[src/rtl/ray_triangle_hit_barycentric_defines.svh]
// ----------------------------------------------------------------------------
// Ray/triangle hit test - assertion macros
// Shared property wrappers for the RTL checks.
// ----------------------------------------------------------------------------
`ifndef RAY_TRIANGLE_HIT_BARYCENTRIC_DEFINES_SVH
`define RAY_TRIANGLE_HIT_BARYCENTRIC_DEFINES_SVH

// same-cycle implication
`define RTB_ASSERT_IMP(label, clk, rst, ante, cons) \
   label: assert property (@(posedge clk) disable iff (rst) (ante) |-> (cons)) \
      else $error("ray/triangle check failed");

// next-cycle implication
`define RTB_ASSERT_NXT(label, clk, rst, ante, cons) \
   label: assert property (@(posedge clk) disable iff (rst) (ante) |=> (cons)) \
      else $error("ray/triangle check failed");

`endif

[src/rtl/rtb_pkg.sv]
// ----------------------------------------------------------------------------
// rtb_pkg
// Types, widths and helper functions of the ray/triangle hit test.
// ----------------------------------------------------------------------------
package rtb_pkg;

   localparam int COORD_W    = 16;
   localparam int VEC_W      = 3 * COORD_W;
   localparam int EDGE_W     = COORD_W + 1;
   localparam int CROSS_W    = 2 * EDGE_W + 1;
   localparam int SCAL_W     = 52;
   localparam int DIV_W      = SCAL_W - 1;
   localparam int DIST_W     = 32;
   localparam int DIST_FRAC  = 16;
   localparam int QUO_W      = DIST_W;
   localparam int DIV_STAGES = QUO_W;
   localparam int BARY_W     = 17;
   localparam int PNT_W      = COORD_W + DIST_W + 1;
   localparam int SUM_W      = COORD_W + DIST_W - DIST_FRAC + 2;

   localparam logic [BARY_W-1:0] BARY_ONE = BARY_W'(1 << DIST_FRAC);

   // test modes
   localparam logic OP_FULL    = 1'b0;
   localparam logic OP_OCCLUDE = 1'b1;

   typedef struct packed {
      logic              opcode;
      logic [VEC_W-1:0]  vert_a;
      logic [VEC_W-1:0]  vert_b;
      logic [VEC_W-1:0]  vert_c;
      logic [VEC_W-1:0]  ray_origin;
      logic [VEC_W-1:0]  ray_dir;
      logic [DIST_W-1:0] dist_min;
      logic [DIST_W-1:0] dist_max;
   } req_type;

   typedef struct packed {
      logic              hit;
      logic [DIST_W-1:0] hit_distance;
      logic [BARY_W-1:0] bary_u;
      logic [BARY_W-1:0] bary_v;
      logic [BARY_W-1:0] bary_w;
      logic [VEC_W-1:0]  hit_point;
   } rsp_type;

   // per-item data that rides along with the arithmetic
   typedef struct packed {
      logic              opcode;
      logic              miss;
      logic              sat;
      logic [DIST_W-1:0] dist_min;
      logic [DIST_W-1:0] dist_max;
      logic [VEC_W-1:0]  ray_origin;
      logic [VEC_W-1:0]  ray_dir;
   } side_type;

   typedef struct packed {
      logic [DIV_W-1:0] rem;
      logic [QUO_W-1:0] shq;
   } div_lane_type;

   function automatic logic signed [COORD_W-1:0] vec_comp(input logic [VEC_W-1:0] vec,
                                                           input logic [1:0] idx);
      return $signed(vec[idx*COORD_W +: COORD_W]);
   endfunction

   // start of num * 2^DIST_FRAC / den: high bits seed the remainder
   function automatic div_lane_type div_init(input logic [DIV_W-1:0] num);
      div_lane_type res;
      res.rem = num >> DIST_FRAC;
      res.shq = {num[DIST_FRAC-1:0], {(QUO_W-DIST_FRAC){1'b0}}};
      return res;
   endfunction

   // one restoring step: dividend bits leave the top, quotient bits enter below
   function automatic div_lane_type div_step(input div_lane_type lane,
                                             input logic [DIV_W-1:0] den);
      div_lane_type     res;
      logic [DIV_W-1:0] trial;
      trial   = {lane.rem[DIV_W-2:0], lane.shq[QUO_W-1]};
      res.shq = {lane.shq[QUO_W-2:0], 1'b0};
      res.rem = trial;
      if (trial >= den) begin
         res.rem    = trial - den;
         res.shq[0] = 1'b1;
      end
      return res;
   endfunction

endpackage

[src/rtl/rtb_back.sv]
// ----------------------------------------------------------------------------
// rtb_back
// Distance window, weights, hit point and the result register.
// ----------------------------------------------------------------------------
`include "ray_triangle_hit_barycentric_defines.svh"

module rtb_back import rtb_pkg::*; (
   input  logic             clock,
   input  logic             reset,
   input  logic             in_valid,
   output logic             in_ready,
   input  logic [QUO_W-1:0] q_t,
   input  logic [QUO_W-1:0] q_v,
   input  logic [QUO_W-1:0] q_w,
   input  side_type         in_side,
   output logic             rsp_valid,
   input  logic             rsp_ready,
   output rsp_type          rsp_data
);

   logic                     en_p1, en_out;
   logic                     vld_p1_ff, rsp_valid_ff;
   logic [DIST_W-1:0]        dist_sat;
   logic                     win_ok, hit_in;
   logic [BARY_W-1:0]        bu_in;
   logic signed [PNT_W-1:0]  pp_in [3];

   logic                     hit_ff;
   logic [DIST_W-1:0]        dist_ff;
   logic [BARY_W-1:0]        bu_ff, bv_ff, bw_ff;
   logic signed [PNT_W-1:0]  pp_ff [3];
   logic [VEC_W-1:0]         org_ff;

   logic signed [SUM_W-1:0]  psum [3];
   logic [VEC_W-1:0]         point;
   rsp_type                  rsp_in, rsp_data_ff;
   logic [BARY_W:0]          bary_total;

   assign en_out   = !rsp_valid_ff || rsp_ready;
   assign en_p1    = !vld_p1_ff || en_out;
   assign in_ready = en_p1;

   always_comb begin
      dist_sat = in_side.sat ? '1 : q_t;
      win_ok   = (in_side.opcode == OP_OCCLUDE)
               ? (dist_sat != '0)
               : (dist_sat >= in_side.dist_min && dist_sat <= in_side.dist_max);
      hit_in   = !in_side.miss && win_ok;
      bu_in    = BARY_ONE - q_v[BARY_W-1:0] - q_w[BARY_W-1:0];
      for (int i = 0; i < 3; i++) begin
         pp_in[i] = vec_comp(in_side.ray_dir, 2'(i)) * $signed({1'b0, dist_sat});
      end
   end

   // floor shift, add origin, clamp to the coordinate range
   always_comb begin
      for (int i = 0; i < 3; i++) begin
         psum[i] = SUM_W'(pp_ff[i] >>> DIST_FRAC) + SUM_W'(vec_comp(org_ff, 2'(i)));
         if (psum[i][SUM_W-1:COORD_W-1] == '0 || psum[i][SUM_W-1:COORD_W-1] == '1) begin
            point[i*COORD_W +: COORD_W] = psum[i][COORD_W-1:0];
         end else begin
            point[i*COORD_W +: COORD_W] = {psum[i][SUM_W-1], {(COORD_W-1){!psum[i][SUM_W-1]}}};
         end
      end
      rsp_in = '0;
      if (hit_ff) begin
         rsp_in.hit          = 1'b1;
         rsp_in.hit_distance = dist_ff;
         rsp_in.bary_u       = bu_ff;
         rsp_in.bary_v       = bv_ff;
         rsp_in.bary_w       = bw_ff;
         rsp_in.hit_point    = point;
      end
   end

   always_ff @(posedge clock) begin
      if (reset) begin
         vld_p1_ff    <= 1'b0;
         rsp_valid_ff <= 1'b0;
      end else begin
         if (en_p1) vld_p1_ff <= in_valid;
         if (en_out) rsp_valid_ff <= vld_p1_ff;
      end
   end

   always_ff @(posedge clock) begin
      if (en_p1) begin
         hit_ff  <= hit_in;
         dist_ff <= dist_sat;
         bu_ff   <= bu_in;
         bv_ff   <= q_v[BARY_W-1:0];
         bw_ff   <= q_w[BARY_W-1:0];
         pp_ff   <= pp_in;
         org_ff  <= in_side.ray_origin;
      end
      if (en_out) begin
         rsp_data_ff <= rsp_in;
      end
   end

   assign rsp_valid = rsp_valid_ff;
   assign rsp_data  = rsp_data_ff;

   assign bary_total = (BARY_W+1)'(rsp_data_ff.bary_u) + (BARY_W+1)'(rsp_data_ff.bary_v)
                     + (BARY_W+1)'(rsp_data_ff.bary_w);

   `RTB_ASSERT_IMP(a_miss_zero, clock, reset, rsp_valid_ff && !rsp_data_ff.hit, rsp_data_ff == '0)
   `RTB_ASSERT_IMP(a_bary_sum, clock, reset, rsp_valid_ff && rsp_data_ff.hit, bary_total == (BARY_W+1)'(BARY_ONE))
   `RTB_ASSERT_IMP(a_stall_src, clock, reset, !in_ready, vld_p1_ff && rsp_valid_ff && !rsp_ready)
   `RTB_ASSERT_NXT(a_take_lands, clock, reset, in_valid && in_ready, vld_p1_ff)

endmodule
[config.mk]
export PLATFORM = sky130hd
export DESIGN_NAME = rtb_back
export DESIGN_NICKNAME = d
export VERILOG_FILES = /design/src/rtl/rtb_pkg.sv /design/src/rtl/rtb_back.sv
export VERILOG_INCLUDE_DIRS = /design/src /design/src/rtl
export SDC_FILE = /design/constraint.sdc
export NUM_CORES = 2
export LEC_CHECK = 0
export ABC_CLOCK_PERIOD_IN_PS = 12700
export BUFFER_PORTS_ARGS = -buffer_cell sky130_fd_sc_hd__buf_2
export CELL_PAD_IN_SITES_DETAIL_PLACEMENT = 1
export CELL_PAD_IN_SITES_GLOBAL_PLACEMENT = 1
export CORE_UTILIZATION = 47
export DETAILED_ROUTE_END_ITERATION = 10
export GPL_ROUTABILITY_DRIVEN = 0
export GPL_TIMING_DRIVEN = 0
export PLACE_DENSITY_LB_ADDON = 0.05
export SETUP_SLACK_MARGIN = 0.2
export SYNTH_ARGS = -nofsm -noshare
export SYNTH_HDL_FRONTEND = slang
export SYNTH_SLANG_ARGS = --single-unit
[constraint.sdc]
create_clock -name clock -period 12.7 [get_ports clock]
set_input_delay 2.54 -clock clock [delete_from_list [all_inputs] [get_ports clock]]
set_output_delay 2.54 -clock clock [all_outputs]
set_load 0.02 [all_outputs]
==> flow_summary.ini <==
[detailed_routing]
routedWlPerCell_um = 24.7
ant_nets = 0
wl_met1_um = 100000
viasPerCell = 5.51
drt-pass1-iter-count = 5
wl_met2_um = 112000
drc = 0
top_layer = met5
dr_total_vias = 54300
wl_um = 244000
drtIter0Drc = 3859
wl_met3_um = 20000

[synthesis]
synth_cell_types = 97
synthSimpleGateAreaFrac_pct = 16.0
syn_nets = 9619
synth_adder_area_share_pct = 47.9
syn-instance-count = 7454
ys_seq_area_share_pct = 15.8
synth_enable_flop_cells = 363
synth_top_family_by_area = adder cells
ys.flop_type = edfxtp_1
synthArstFlopShare_pct = 0
ys_ff_latch = 365
syn_area_mm2 = 0.0694
synth_xor_area_share_pct = 2.21
synth.area.mux_share_pct = 0.146
syn_area_per_cell_um2 = 9.31
ys_warn_count = 0
synth_compound_area_share_pct = 6.91

[critical_path]
crit_path_max_fanout = 10
r2r_setup_slack_ns = 7.05
worst_setup_path_end_kind = flop
start_kind = primary input
cp.buffers_inverters = 9
crit_arrival_ns = 12.66
cpMostUsedCell = fa_1
critical_path.top_delay_family = adder cells
critPathKind = primary input to flop
max_stage_delay_ns = 0.79
cpMaxStageDelayCell = clkinv_1
required_ns = 13.10

[sta]
fmax_mhz = 81.6
min_period_ns = 12.26
slew_violations = 26
relSlewSlack_pct = -7.42
hold_viol = 0
worst_slew_pin_slew_ns = 1.60
setup_viol = 0
finalClockSkew_ns = 0.0479
rsz0062_at_grt = no
holdWs_ns = 0.470
period_share_pct = 96.5

[clock_network]
cts.sinks = 365
clock_path_buffers = 3
cts_inserted_buffers = 45
cts.reportedPaths.clkPinSlew_ns = 0.06
cts_hold_buffers = 0
clkLatencyLatePin_ns = 0.69
cts_root_buffer = clkbuf_16
cts_setup_buffers = 0
htreeDepth = 2
cts_tree = yes

[place]
place.port_buffers = 366
dp_hpwl_um = 202000

[floorplanning]
start_util_pct = 47.5
rows = 140
die-area_mm2 = 0.149
dieHeight_um = 386
io_pins = 397
core_area_mm2 = 0.146
die_w_um = 386

[hold_path]
min_path_type = flop to flop

[outcome]
status = finished with violations
violations = max-capacitance violations, max-slew violations

[global_routing]
track_usage_pct = 33.5
grt_overflow_total = 0
grt_pass1_wl_um = 366000
grt_max_degree = 77
grt_pass1_vias = 58600
antenna_found_initial = 37

[final_layout]
fin_nets = 10000
regArea_mm2 = 0.0109
layout_common_cells = inv_1 (1670), fa_1 (1255), nand2_1 (940), and2_1 (733), ha_1 (647)
n_fill_cell = 17100
syn_to_final_growth_pct = 8.55
multiInputGateArea_mm2 = 0.0508
drive_gt1_share_pct = 6.97
layout_commonest_cell = inv_1

[job]
max_cap_violations = 3
[routing by layer]
metal	track usage, %	vias up
met5	1.43	-
met4	14.0	10
met3	6.51	401
met2	53.2	1879
met1	44.7	28300
li1	-	23700
[worst paths after layout]
kind                                     startpoint  cells past startpoint                    endpoint
worst min-delay path               hit_ff$_DFFE_PP_                      0     rsp_data[131]$_DFFE_PP_
worst max-delay path                   in_side[160]                     29         pp_ff[48]$_DFFE_PP_
worst min register to register     hit_ff$_DFFE_PP_                      0     rsp_data[131]$_DFFE_PP_
worst max register to register  pp_ff[17]$_DFFE_PP_                     13  rsp_data[38]$_SDFFCE_PN0P_
[through the flow]
step	instance area (um2)	setup TNS [ns]	std cells	setup WS, ns	util [%]
floorplan	69400	0	7454	2.60	-
global placement	73600	-4.24	9737	-1.21	50.4
detailed placement	73800	-4.84	9742	-0.790	50.5
CTS	75300	0	9820	0.244	51.5
global route	75300	0	9827	0.195	51.5
finish	75300	0	9848	0.445	51.6
[final cells by class]
| type | count | share of cell area [%] |
|---|---|---|
| Timing Repair Buffer | 371 | 2.59 |
| Antenna cell | 28 | 0.0930 |
| Multi-Input combinational cell | 5048 | 67.4 |
| Tap cell | 1917 | 3.18 |
| Clock buffer | 54 | 1.54 |
| Sequential cell | 365 | 14.5 |
| Clock inverter | 24 | 0.415 |
| Inverter | 1679 | 8.37 |
| Buffer | 362 | 1.87 |
[worst reg2reg max path: cells and delay by family, from the launching register on]
| kind | cells | cell delay, ns |
|---|---|---|
| AO/OA/AOI/OAI | 8 | 3.01 |
| AND/OR/NAND/NOR | 3 | 0.95 |
| buffers and inverters | 1 | 0.63 |
| flip-flops | 1 | 0.42 |
| adder cells (fa/ha/maj) | 1 | 0.34 |
[state kept, by name (all words and copies together) (netlist names)]
signal	cells
bu_ff	17
bv_ff	17
bw_ff	17
dist_ff	32
hit_ff	1
org_ff	48
pp_ff	99
rsp_data	132
rsp_valid	1
vld_p1_ff	1
[kinds of logic after synthesis]
kind of cell    after synthesis
simple gates               2248
buf+inv                    2041
fa+ha+maj                  1902
compound gates              713
flops                       365
xor+xnor                    175
mux                          10
[cell usage after synthesis, types with 6 or more instances]
cell type | n | area [um2]
a211o_1 | 7 | 61.3
mux2i_1 | 9 | 90.1
nand3_1 | 46 | 230
fa_1 | 1255 | 25100
a2111oi_0 | 10 | 87.6
a31oi_1 | 19 | 119
nor4_1 | 19 | 119
nor3_1 | 54 | 270
or3_1 | 10 | 62.6
a311oi_1 | 6 | 52.6
o211ai_1 | 18 | 135
nand2b_1 | 26 | 163
a31o_2 | 6 | 52.6
o2111ai_1 | 6 | 52.6
nand2_1 | 941 | 3530
o31ai_2 | 9 | 113
or4_1 | 6 | 45.0
buf_1 | 6 | 22.5
and2_1 | 733 | 4590
o21a_1 | 37 | 278
o31ai_1 | 14 | 105
a221oi_1 | 9 | 78.8
xnor2_1 | 124 | 1090
xor2_1 | 51 | 447
and3_1 | 22 | 138
a21o_1 | 112 | 841
ha_1 | 647 | 8100
nor3b_1 | 7 | 52.6
or2_2 | 32 | 200
a21oi_2 | 12 | 105
o21ai_0 | 127 | 636
a21boi_0 | 8 | 60.1
clkinv_1 | 8 | 30.0
buf_2 | 10 | 50.1
inv_1 | 1671 | 6270
o21bai_1 | 21 | 158
edfxtp_1 | 363 | 10900
a211oi_1 | 25 | 188
clkbuf_1 | 341 | 1280
a21oi_1 | 207 | 1040
nor2_1 | 219 | 822
nand4_1 | 64 | 400
nor2b_1 | 45 | 282
[timing repair]
item / 4_1_cts / 5_1_grt
hold endpoints to repair: 0 / 0
endpoints found under the setup margin: 6 / 6
resized for setup: 3 / 11
Power is left out: the tool's default activity adds up to more than one toggle a clock period on the data nets, which glitch-free logic cannot reach.
